## src/rtl/rcb_ram.sv

```systemverilog
// generic single-port synchronous ram with registered read
module rcb_ram #(
	parameter int WIDTH = 8,
	parameter int DEPTH = 16
) (
	input  logic                     clk,
	input  logic                     we,
	input  logic [$clog2(DEPTH)-1:0] addr,
	input  logic [WIDTH-1:0]         wdata,
	output logic [WIDTH-1:0]         rdata
);

	logic [WIDTH-1:0] mem [DEPTH];

	// write or read one entry per cycle
	always_ff @(posedge clk) begin
		if (we) begin
			mem[addr] <= wdata;
		end
		rdata <= mem[addr];
	end

endmodule

```

## config.mk

```make
export PLATFORM = sky130hd
export DESIGN_NAME = rcb_ram
export DESIGN_NICKNAME = d
export VERILOG_FILES = /design/src/rtl/rcb_ram.sv
export SDC_FILE = /design/constraint.sdc
export NUM_CORES = 1
export LEC_CHECK = 0
export ABC_AREA = 1
export BUFFER_PORTS_ARGS = -buffer_cell sky130_fd_sc_hd__buf_2
export CORE_ASPECT_RATIO = 1.2
export CORE_MARGIN = 8
export CORE_UTILIZATION = 58
export CTS_CLUSTER_SIZE = 8
export DETAILED_ROUTE_END_ITERATION = 10
export PLACE_DENSITY = 0.76
export SETUP_SLACK_MARGIN = 0.15
export SYNTH_ARGS = -nofsm -noshare
export SYNTH_HDL_FRONTEND = slang
export SYNTH_SLANG_ARGS = --single-unit
```

## constraint.sdc

```tcl
create_clock -name clk -period 2.85 [get_ports clk]
set_input_delay 0.855 -clock clk [delete_from_list [all_inputs] [get_ports clk]]
set_output_delay 0.855 -clock clk [all_outputs]
set_load 0.02 [all_outputs]
```

======== After elaboration in Yosys (flattened, before gate mapping) ========
Memories as Yosys holds them, arrays and structs flattened. A register that Yosys moved wholly into a read port is not among the register bits.
Cells that the tools add are included.
operators by class
  muxes and demuxes ....................... 2
operators by type and width
  operator           number
  two-way mux 1 bit  2
storage, ports and cells
  word-level logic and storage cells ...... 3
  memories ................................ 1
  register bits ........................... 0
  output and inout port bits .............. 8
  bits in writable memories ............... 128
  input port bits ......................... 14
memories
  name  words  width  rd ports  clocked after Yosys merged registers in  wr ports  RTL line  text
  mem   16     8      1         1                                        1         13        logic [WIDTH-1:0] mem [DEPTH];

======== Logic depth before layout (Yosys ltp) ========
Gate-level depths: netlist of run 1.
  depth in word-level cells ............... 2
  depth in mapped cells ................... 11
  gate-level depth less buffers ........... 9

======== Worst setup path before layout of run 1 ========
Ideal clock, no wire load.
  path type ............................... input port to flip-flop
  from .................................... in addr[1]
  to ...................................... mem mem[3][0] (enable)
  stages .................................. 4
  required time ........................... 2.480 ns
  arrival time ............................ 1.862 ns
  slack ................................... 0.618 ns
  path buffers ............................ 2
  library setup time ...................... 0.370 ns
  cell sequence ........................... buf_2 -> clkbuf_1 -> nand3_1 -> nor2_1
RTL lines
  element             RTL line  text
  start: declaration  8         input logic [$clog2(DEPTH)-1:0] addr,
  end: declaration    13
No word-level cell before the write port.

======== Final worst setup path of run 1 ========
  from .................................... in addr[1]
  to ...................................... mem mem[1][1] (enable)
No word-level cell before the write port.

==> results of run 1 <==
worst paths after layout:
| path | start | to | slack, ns | cells past startpoint |
|---|---|---|---|---|
| setup / recovery | addr[1] | mem[1][1] | 0.94 | 4 |
| hold / removal | mem[12][1] | rdata[1] | 0.71 | 8 |
| setup reg to reg | mem[9][3] | rdata[3] | 1.81 | 8 |
| hold reg to reg | mem[12][1] | rdata[1] | 0.71 | 8 |
critical path, cell delays in order:
cell and delay, ns:
buf_2 0.16, clkinv_1 0.10, nand3_1 0.18, nor2_1 0.64
flip-flops by register name, summed over array words and instances (netlist names):
signal / count
rdata: 8
mem: 128
metrics by stage:
stage	instance area [µm²]	cells	util, %	setup slack, ns
after floorplan	5593	548	-	0.6178
after global placement	5863	688	61.93	0.5528
after detailed placement	5863	688	61.93	0.5306
after CTS	6484	720	68.49	0.9590
after global routing	6484	720	68.49	0.8110
final	6484	720	68.49	0.9410
power groups by stage:
| stage | sequential [mW] | clock [mW] | combinational [mW] |
|---|---|---|---|
| after floorplan | 2.31 | 0 | 0.154 |
| after global placement | 2.29 | 0 | 0.271 |
| after detailed placement | 2.29 | 0 | 0.276 |
| after CTS | 2.25 | 2.19 | 0.279 |
| after global routing | 2.25 | 2.27 | 0.314 |
| final | 2.25 | 2.17 | 0.278 |
layout by cell type (no fill, tap or decap):
master	synthesis	routed
nand2_1	346	346
edfxtp_1	128	128
clkbuf_16	0	22
inv_1	21	21
buf_2	12	21
nor2_1	18	18
buf_4	6	17
dfxtp_1	8	8
nand3_1	4	4
clkinv_4	0	3
clkinv_2	0	3
clkbuf_1	3	2
inv_2	1	1
clkinv_1	1	1
clkinvlp_4	0	1
clkbuf_8	0	1
metal layers:
layer,vias to the layer above,GRT usage [%],routed length (µm)
met2,112,31.52,5786
li1,1825,-,-
met5,-,0,0
met1,1699,22.76,4725
met4,0,8.370,260
met3,22,5.021,613
final cells by class:
class                   instances  area (µm²)
flip-flops and latches        136        4004
fillers                       687        2983
multi-input cells             368        1386
clock buffers                  25       571.8
repair buffers                 38       232.7
well taps                     123       153.9
inverters                      23       86.33
clock inverters                 7       48.80
kinds of logic after synthesis:
group / Yosys count / synth area share [%]
buffers and inverters: 44 / 3.624
DFF: 136 / 71.59
and+or+nand+nor: 368 / 24.79
==> metrics.md, run 1 <==
| Metric | Value |
|---|---|
| Post-Route WL | `11390 µm` |
| TritonCTS Buffers | `17` |
| Minimum clock period | `1.909 ns` |
| Switch Pwr | `approximately 0.99 mW` |
| Cell area power density | `724.1 nW/µm²` |
| Global Route Usage Sum | `18.88%` |
| Antenna diodes | `0` |
| Initial drt markers | `~320` |
| Ports | `22` |
| Clock tree sinks | `136` |
| Root Driver | `clkbuf_16` |
| First-pass detailed-route iteration total | `5` |
| Largest net degree at the start of global routing | `65` |
| First-pass GRT wire length | `around 18000 µm` |
| Htree depth | `4` |
| Area leader, netlist | `edfxtp_1` |
| Combinational fraction of design power | `5.9%` |
| Rows | `39` |
| Initial antenna violation count | `0` |
| Mean routed wirelength per cell | `15.81 µm` |
| Static leakage | `2.820 nW` |
| HP Class | `reg2reg` |
| DRC Markers | `0` |
| Top FF cell, synth | `edfxtp_1` |
| Fraction of final layout cells sized beyond drive strength 1 | `11.56%` |
| Part of the power in registers | `a little under half` |
| Final slew viol count | `0` |
| Die Height | `123.6 µm` |
| # nets final | `598` |
| Post-CTS setup repair buffer count | `0` |
| Post-synthesis async set-or-reset flop share | `0%` |
| Clock buffer depth | `2` |
| TNS Setup | `0 ns` |
| Grt ovf | `0` |
| CP max FO | `8` |
| CP Class | `in2reg` |
| Post-Syn Area | `5593 µm²` |
| Initial Util | `between 50% and 60%` |
| Setup crit end kind | `register` |
| FMAX | `0.5238 GHz` |
| Vias | `3658` |
| Max_slew headroom | `49.55%` |
| Post-DRT Antenna Nets | `0` |
| Syn Nets | `~560` |
| Area share of the largest cell type after synthesis | `about 69%` |
| Clk pwr share | `roughly 46%` |
| Final Hold Fails | `0` |
| CTS clk-pin slew, worst paths | `0.06 ns` |
| Core Box Area | `~9500 µm²` |
| CP arrival | `1.94 ns` |
| # setup viols final | `0` |
| Pint | `3.709 mW` |
| Status | `finished clean` |
| Die area | `13050 µm²` |
| Unrepaired setup endpoints after global routing | `no` |
| Clk_lat worst skew | `0.40 ns` |
| Max-cap viol count | `0` |
| Hold Slack | `0.7139 ns` |
| Vias in the first global route | `around 3600` |
| Synth Instances | `548` |
| Seq cells post-synth | `136` |
| TritonCTS clock tree | `yes` |
| Most numerous cell in the Yosys netlist | `nand2_1` |
| Die width | `105.6 µm` |
| Resized cells post-CTS | `0` |
| Net Sw Frac | `21.00%` |
| Yosys warning total | `0` |
| Final Power | `4.695 mW` |
| DP Wirelength | `between 7000 and 8000 µm` |
| IO buf count | `21` |
| Via-to-Cell Ratio | `5.081` |
| Worst Path Required | `2.88 ns` |
| Cts-stage hold buffer count | `0` |
| Syn avg cell area | `10.21 µm²` |
| Final period util | `66.98%` |
| Slew at the pin closest to its max-slew limit | `roughly 0.75 ns` |
| Peak VDD IR | `0.5534 mV` |
| Unique cell type count in the Yosys netlist | `11` |
| Sequential area share after synthesis | `71.59%` |
| Post-synth EDFFs | `128` |
| Most frequent cells after synthesis | `nand2_1, edfxtp_1, inv_1` |
| Ranking of synthesized cells by area | `edfxtp_1, nand2_1, dfxtp_1` |
| Area delta synth->final | `15.93%` |
| Worst setup SP type | `input pin` |
| Final clock skew | `about 0.0056 ns` |
| RePlAce Congestion | `0.8764` |
Note: power is estimated with default switching activity, not from simulation.
==> run 2: changes to the inputs <==
==> constraint.sdc (replaced) <==
create_clock -name clk -period 1.8 [get_ports clk]
set_input_delay 0.54 -clock clk [delete_from_list [all_inputs] [get_ports clk]]
set_output_delay 0.54 -clock clk [all_outputs]
set_load 0.02 [all_outputs]
==> run 2 against run 1 <==
Compared with the run above:
- clock skew up 0.0011 ns
- worst setup slack worse by 0.65 ns
- core utilization up 1.1 points
- hold slack worse by 0.15 ns
- critical path type is now reg2out
- largest power group unchanged
==> metrics.md, run 2 (synthesis results as in run 1) <==
| Metric | Value |
|---|---|
| Clk_lat worst skew | `0.42 ns (was 0.40 ns)` |
| Worst setup SP type | `register (was input pin)` |
| Area occupied by registers | `4004 µm² (unchanged)` |
| Final core occ | `69.61% (was 68.49%)` |
| Final Hold Fails | `0 (unchanged)` |
| Buf/Inv on CP | `1 (was 2)` |
| Clock buffer depth | `2 (unchanged)` |
| Placement Cell Area | `6008 µm² (was 5863 µm²)` |
| Delay-heaviest family, CP | `flip-flops (was simple AND/OR/NAND/NOR gates)` |
| Peak VDD IR | `1.080 mV (was 0.5534 mV)` |
| Minimum clock period | `1.506 ns` |
| Hold path depth | `1 (was 8)` |
| Most frequent cells in the layout | `nand2_1, edfxtp_1, inv_1, buf_2, clkbuf_16 (was nand2_1, edfxtp_1, clkbuf_16)` |
| CP Class | `reg2out (was in2reg)` |
| CP arrival | `0.97 ns (was 1.94 ns)` |
| Max_slew headroom | `70.39% (was 49.55%)` |
| IO buf count | `21 (unchanged)` |
| # setup viols final | `0 (unchanged)` |
| Htree depth | `4 (unchanged)` |
| Static leakage | `2.785 nW (was 2.820 nW)` |
| Max reg flops | `128 (unchanged)` |
| Initial drt markers | `323 (was 316)` |
| Final clock skew | `0.006708 ns (was 0.005609 ns)` |
| Setup slack at placement | `0.03715 ns (was 0.5306 ns)` |
| Area delta synth->final | `17.83% (was 15.93%)` |
| Post-CTS setup repair buffer count | `0 (unchanged)` |
| TritonCTS clock tree | `yes (unchanged)` |
| Final period util | `83.65%` |
| Vias in the first global route | `3857 (was 3626)` |
| Cell area power density | `1130 nW/µm² (was 724.1 nW/µm²)` |
| Rows | `39 (unchanged)` |
| First-pass GRT wire length | `19750 µm (was 18470 µm)` |
| Grt ovf | `0 (unchanged)` |
| HP Class | `in2reg (was reg2reg)` |
| Setup ws final | `0.2942 ns (was 0.9410 ns)` |
| Via-to-Cell Ratio | `5.348 (was 5.081)` |
| Max-cap viol count | `0 (unchanged)` |
| Footprint of the multi-input gates | `1546 µm² (was 1386 µm²)` |
| Filler cells | `705 (was 687)` |
| Slew at the pin closest to its max-slew limit | `0.4431 ns (was 0.7539 ns)` |
| Worst Path Required | `1.26 ns (was 2.88 ns)` |
| Die width | `105.6 µm (unchanged)` |
| Largest net degree at the start of global routing | `31 (was 65)` |
| First-pass detailed-route iteration total | `5 (unchanged)` |
| # nets final | `596 (was 598)` |
| Global Route Usage Sum | `20.64% (was 18.88%)` |
| Die Height | `123.6 µm (unchanged)` |
| Final slew viol count | `0 (unchanged)` |
| TNS Setup | `0 ns (unchanged)` |
| Slowest stage delay, CP | `0.37 ns (was 0.64 ns)` |
| Crit path depth | `1 (was 4)` |
| Root Driver | `clkbuf_16 (unchanged)` |
| Unrepaired setup endpoints after global routing | `no (unchanged)` |
| CTS clk-pin slew, worst paths | `0.05 ns (was 0.06 ns)` |
| Final instance area | `6590 µm² (was 6484 µm²)` |
| Cts-stage hold buffer count | `0 (unchanged)` |
| Resized cells post-CTS | `0 (unchanged)` |
| Top flop regs | `mem x128, rdata x8 (unchanged)` |
| CP cell instances | `buf_2 (was buf_2 > clkinv_1 > nand3_1 > nor2_1)` |
| Vias | `3840 (was 3658)` |
| Clock tree sinks | `136 (unchanged)` |
| Die area | `13050 µm² (unchanged)` |
| Post-DRT Antenna Nets | `0 (unchanged)` |
| Hold Slack | `0.5655 ns (was 0.7139 ns)` |
| Initial Util | `59.08% (unchanged)` |
| Slowest stage cell, crit path | `dfxtp_1 (was nor2_1)` |
| Core Box Area | `9467 µm² (unchanged)` |
| DRC Markers | `0 (unchanged)` |
| Antenna diodes | `0 (unchanged)` |
| TritonCTS Buffers | `17 (unchanged)` |
| Post-Route WL | `12610 µm (was 11390 µm)` |
| Setup crit end kind | `primary output (was register)` |
| Commonest non-fill, non-tap cell in the layout | `nand2_1 (unchanged)` |
| Status | `finished clean (unchanged)` |
| RePlAce Congestion | `0.9162 (was 0.8764)` |
| DP Wirelength | `8250 µm (was 7036 µm)` |
| FMAX | `0.6641 GHz` |
| Mean routed wirelength per cell | `17.57 µm (was 15.81 µm)` |
| Initial antenna violation count | `0 (unchanged)` |
| Ports | `22 (unchanged)` |
| Reg2Reg Depth | `8 (unchanged)` |
| Largest Register | `mem (unchanged)` |
| Fraction of final layout cells sized beyond drive strength 1 | `14.29% (was 11.56%)` |
| CP max FO | `1 (was 8)` |
[run 2: changes by cell type in the layout (fill, tap and decap cells not counted), moves of 2 or more]
cell / before / now
clkbuf_16: 22 / 17
nor2_1: 18 / 0
clkbuf_1: 2 / 5
nor2_4: 0 / 16
nand3_2: 0 / 2
bufinv_16: 0 / 3
clkinv_4: 3 / 0
nor2_2: 0 / 2
nand3_1: 4 / 0
buf_4: 17 / 15
nand3_4: 0 / 2
[run 2: final timing paths]
check             slack, ns        end        from
setup / recovery       0.29   rdata[7]    rdata[7]
hold / removal         0.57  mem[5][7]    wdata[7]
setup reg to reg       0.77   rdata[2]  mem[15][2]
hold reg to reg        0.73   rdata[5]   mem[4][5]
[run 2: through the flow]
| step | std cells | total power [mW] |
|---|---|---|
| 2_1_floorplan | 548 | 3.922 |
| 3_3_place_gp | 686 | 4.105 |
| 3_5_place_dp | 686 | 4.113 |
| 4_1_cts | 718 | 7.484 |
| 5_1_grt | 718 | 7.674 |
| 6_report | 718 | 7.447 |
[run 2: routing by layer]
layer	track usage (%)	vias to the layer above	wire length [µm]	share of wire, %
met5	0	-	0	0
li1	-	1819	-	-
met3	5.849	30	822	6.5
met4	11.01	0	438	3.5
met1	24.41	1810	5181	41
met2	33.91	181	6170	49
[run 2: power by group]
part / switching (mW) / internal (mW) / leakage, nW / total, mW
clock network: 1.19 / 2.20 / 0.279 / 3.39
registers: 0.0251 / 3.54 / 1.22 / 3.57
logic: 0.357 / 0.130 / 1.28 / 0.487
[run 2: area by class of cell]
class	instances	area share [%]
inverters	23	1.310
clock buffers	23	6.949
multi-input cells	368	23.47
repair buffers	36	3.304
clock inverters	9	1.880
well taps	123	2.335
flip-flops and latches	136	60.76
==> run 3: changes to the inputs <==
--- a/config.mk
+++ b/config.mk
@@ -5,7 +5,7 @@
 export SDC_FILE = /design/constraint.sdc
 export NUM_CORES = 1
 export LEC_CHECK = 0
-export ABC_AREA = 1
+export ABC_AREA = 0
 export BUFFER_PORTS_ARGS = -buffer_cell sky130_fd_sc_hd__buf_2
 export CORE_ASPECT_RATIO = 1.2
 export CORE_MARGIN = 8
==> constraint.sdc (replaced) <==
create_clock -name clk -period 1.5 [get_ports clk]
set_input_delay 0.45 -clock clk [delete_from_list [all_inputs] [get_ports clk]]
set_output_delay 0.45 -clock clk [all_outputs]
set_load 0.02 [all_outputs]
==> run 3 against run 2 <==
Compared with the run above:
- global-route usage shrank 1.2 points
- sequential cell count stayed put
- clock power rose by 43%
- register-to-register slack got worse by 0.59 ns
- first-iteration DRC count down 42%
- synthesized area decreased by 9.4%
- critical path depth is the same
- via count shrank 34%
- core utilization is 8.6 points higher
- non-clock buffer count grew 24
- critical endpoint is now rdata[6]
==> metrics.md, run 3 <==
| Metric | Value |
|---|---|
| Largest Register | `mem (unchanged)` |
| Post-Syn Area | `5067 µm² (was 5593 µm²)` |
| Post-synth EDFFs | `128 (unchanged)` |
| Die area | `12000 µm² (was 13050 µm²)` |
| Top FF cell, synth | `edfxtp_1 (unchanged)` |
| Synth Instances | `230 (was 548)` |
| Hold_sp | `wdata[1] (was wdata[7])` |
| Ports | `22 (unchanged)` |
| Hold EP | `mem[11][1] (was mem[5][7])` |
| Sequential area share after synthesis | `79.01% (was 71.59%)` |
| Die Height | `118.4 µm (was 123.6 µm)` |
| DRC Markers | `0 (unchanged)` |
| FMAX | `0.6900 GHz` |
| Reg2reg start | `mem[0][3] (was mem[15][2])` |
| TritonCTS Buffers | `17 (unchanged)` |
| Grt ovf | `0 (unchanged)` |
| Max-cap viol count | `0 (unchanged)` |
| Max reg flops | `128 (unchanged)` |
| CP max FO | `1 (unchanged)` |
| Hold path depth | `1 (unchanged)` |
| DP Wirelength | `6649 µm (was 8250 µm)` |
| Slowest stage delay, CP | `0.36 ns (was 0.37 ns)` |
| CP arrival | `1.00 ns (was 0.97 ns)` |
| Ranking of synthesized cells by area | `edfxtp_1, mux4_2, dfxtp_1 (was edfxtp_1, nand2_1, dfxtp_1)` |
| TritonCTS clock tree | `yes (unchanged)` |
| Commonest non-fill, non-tap cell in the layout | `edfxtp_1 (was nand2_1)` |
| Via-to-Cell Ratio | `5.893 (was 5.348)` |
| Worst setup SP type | `register (unchanged)` |
| Largest net degree at the start of global routing | `17 (was 31)` |
| Worst r2r dst | `rdata[3] (was rdata[2])` |
| DP Cell Count | `393 (was 686)` |
| First-pass detailed-route iteration total | `4 (was 5)` |
| Area leader, netlist | `edfxtp_1 (unchanged)` |
| Core Box Area | `8518 µm² (was 9467 µm²)` |
| Max_slew headroom | `37.32% (was 70.39%)` |
| Mean routed wirelength per cell | `24.62 µm (was 17.57 µm)` |
| Most numerous cell in the Yosys netlist | `edfxtp_1 (was nand2_1)` |
| Die width | `101.3 µm (was 105.6 µm)` |
| CP Class | `reg2out (unchanged)` |
| Top flop regs | `mem x128, rdata x8 (unchanged)` |
| Unique cell type count in the Yosys netlist | `18 (was 11)` |
| Yosys warning total | `0 (unchanged)` |
| Setup crit end kind | `primary output (unchanged)` |
| Final Hold Fails | `0 (unchanged)` |
| Slowest stage cell, crit path | `dfxtp_2 (was dfxtp_1)` |
| Antenna diodes | `0 (unchanged)` |
| Slew at the pin closest to its max-slew limit | `0.9382 ns (was 0.4431 ns)` |
| Vias | `2522 (was 3840)` |
| Initial drt markers | `188 (was 323)` |
| Seq cells post-synth | `136 (unchanged)` |
| Post-Route WL | `10540 µm (was 12610 µm)` |
| Worst Path Required | `1.05 ns (was 1.26 ns)` |
| R2r setup slk | `0.18 ns (was 0.77 ns)` |
| Clock tree sinks | `136 (unchanged)` |
| Rows | `37 (was 39)` |
| Peak VDD IR | `1.360 mV (was 1.080 mV)` |
| Status | `finished clean (unchanged)` |
| Final slew viol count | `0 (unchanged)` |
| Initial antenna violation count | `0 (unchanged)` |
| First-pass GRT wire length | `16350 µm (was 19750 µm)` |
| Syn avg cell area | `22.03 µm² (was 10.21 µm²)` |
| Unrepaired setup endpoints after global routing | `yes (was no)` |
| CP cell instances | `buf_6 (was buf_2)` |
| Post-DRT Antenna Nets | `0 (unchanged)` |
| Fraction of final layout cells sized beyond drive strength 1 | `51.13% (was 14.29%)` |
| Final core occ | `78.23% (was 69.61%)` |
| Most frequent cells in the layout | `edfxtp_1, mux4_2, buf_4 (was nand2_1, edfxtp_1, inv_1, buf_2, clkbuf_16)` |
| Post-synthesis async set-or-reset flop share | `0% (unchanged)` |
| Vias in the first global route | `2748 (was 3857)` |
| Static leakage | `2.250 nW (was 2.785 nW)` |
| Htree depth | `4 (unchanged)` |
| Area delta synth->final | `31.51% (was 17.83%)` |
| TNS Setup | `0 ns (unchanged)` |
| Final clock skew | `0.006365 ns (was 0.006708 ns)` |
| Final period util | `between 90% and 100%` |
| CTS clk-pin slew, worst paths | `0.06 ns (was 0.05 ns)` |
| HP Class | `in2reg (unchanged)` |
| Area share of the largest cell type after synthesis | `75.85% (was 68.72%)` |
| RePlAce Congestion | `0.7378 (was 0.9162)` |
| Most frequent cells after synthesis | `edfxtp_1, mux4_2, a22oi_1 (was nand2_1, edfxtp_1, inv_1)` |
| # nets final | `312 (was 596)` |
| Initial Util | `59.49% (was 59.08%)` |
| IO buf count | `21 (unchanged)` |
| Buf/Inv on CP | `1 (unchanged)` |
| Clk_lat worst skew | `0.52 ns (was 0.42 ns)` |
| Non-Filler Instances | `428 (was 718)` |
| Global Route Usage Sum | `19.39% (was 20.64%)` |
| Reg2Reg Depth | `3 (was 8)` |
| Delay-heaviest family, CP | `flip-flops (unchanged)` |
| Clock buffer depth | `2 (unchanged)` |
| Minimum clock period | `about 1.4 ns` |
| Syn Nets | `244 (was 562)` |
| # setup viols final | `0 (unchanged)` |
| Root Driver | `clkbuf_8 (was clkbuf_16)` |
| Cell area power density | `1459 nW/µm² (was 1130 nW/µm²)` |
## run 3: changes by cell type in the layout (fill, tap and decap cells not counted), moves of 9 or more
cell and delta:
mux4_2 +32, nand2_1 -338, buf_12 +12, buf_4 +11
inv_1 -21, a22oi_1 +9, buf_6 +9
## run 3: kinds of logic (layout without fill, tap and decap cells)
| logic type | Yosys count | in the layout | share of synthesized area [%] |
|---|---|---|---|
| compound gates | 16 | 16 | 2.370 |
| buf+inv | 11 | 92 | 1.185 |
| flops | 136 | 136 | 79.01 |
| mux | 32 | 32 | 14.22 |
| simple gates | 35 | 35 | 3.210 |
## run 3: worst max-delay path by stage
stage,from,endpoint,slack (ns),cells after the start
after floorplan,addr[2],mem[0][0],-0.08,2
after global placement,addr[0],rdata[0],-0.40,5
after detailed placement,addr[0],rdata[0],-0.39,5
after CTS,rdata[4],rdata[4],0.02,1
after global routing,rdata[0],rdata[0],0.01,1
final,rdata[6],rdata[6],0.05,1
## run 3: layout make-up
type                    count  area (µm²)
fillers                   439        1854
flip-flops and latches    136        4014
clock buffers              19       421.7
clock inverters            13       274.0
multi-input cells          83        1206
well taps                 117       146.4
repair buffers             60       601.8
## run 3: per-stage QoR
step | area (µm²) | hold slack, ns | worst slack (ns) | power, mW
2_1_floorplan | 5288 | 0.5489 | -0.08367 | 4.651
3_3_place_gp | 5832 | 0.6591 | -0.4013 | 4.860
3_5_place_dp | 5832 | 0.6725 | -0.3877 | 4.876
4_1_cts | 6608 | 0.2947 | 0.02092 | 9.749
5_1_grt | 6664 | 0.2937 | 0.009560 | 9.975
6_report | 6664 | 0.3119 | 0.05078 | 9.721
## run 3: per-layer routing
metal | part of all wire [%] | vias up | global-route usage, %
li1 | - | 1107 | -
met1 | 40 | 1319 | 23.75
met2 | 53 | 78 | 30.96
met3 | 5.3 | 18 | 6.107
met4 | 1.9 | 0 | 8.310
met5 | 0 | - | 0
## run 3: power breakdown
part           leakage [nW]  internal (mW)  switching, mW
combinational         0.693          0.268          0.306
clock                 0.332           3.37           1.49
sequential             1.22           4.26         0.0377
## run 3: repair_timing
item	CTS	global route
hold endpoints to repair	0	0
pin swaps	0	3
setup endpoints to repair	12	15
hold buffers	0	0
setup buffers	0	3
cloned	0	0
resized for setup	28	5
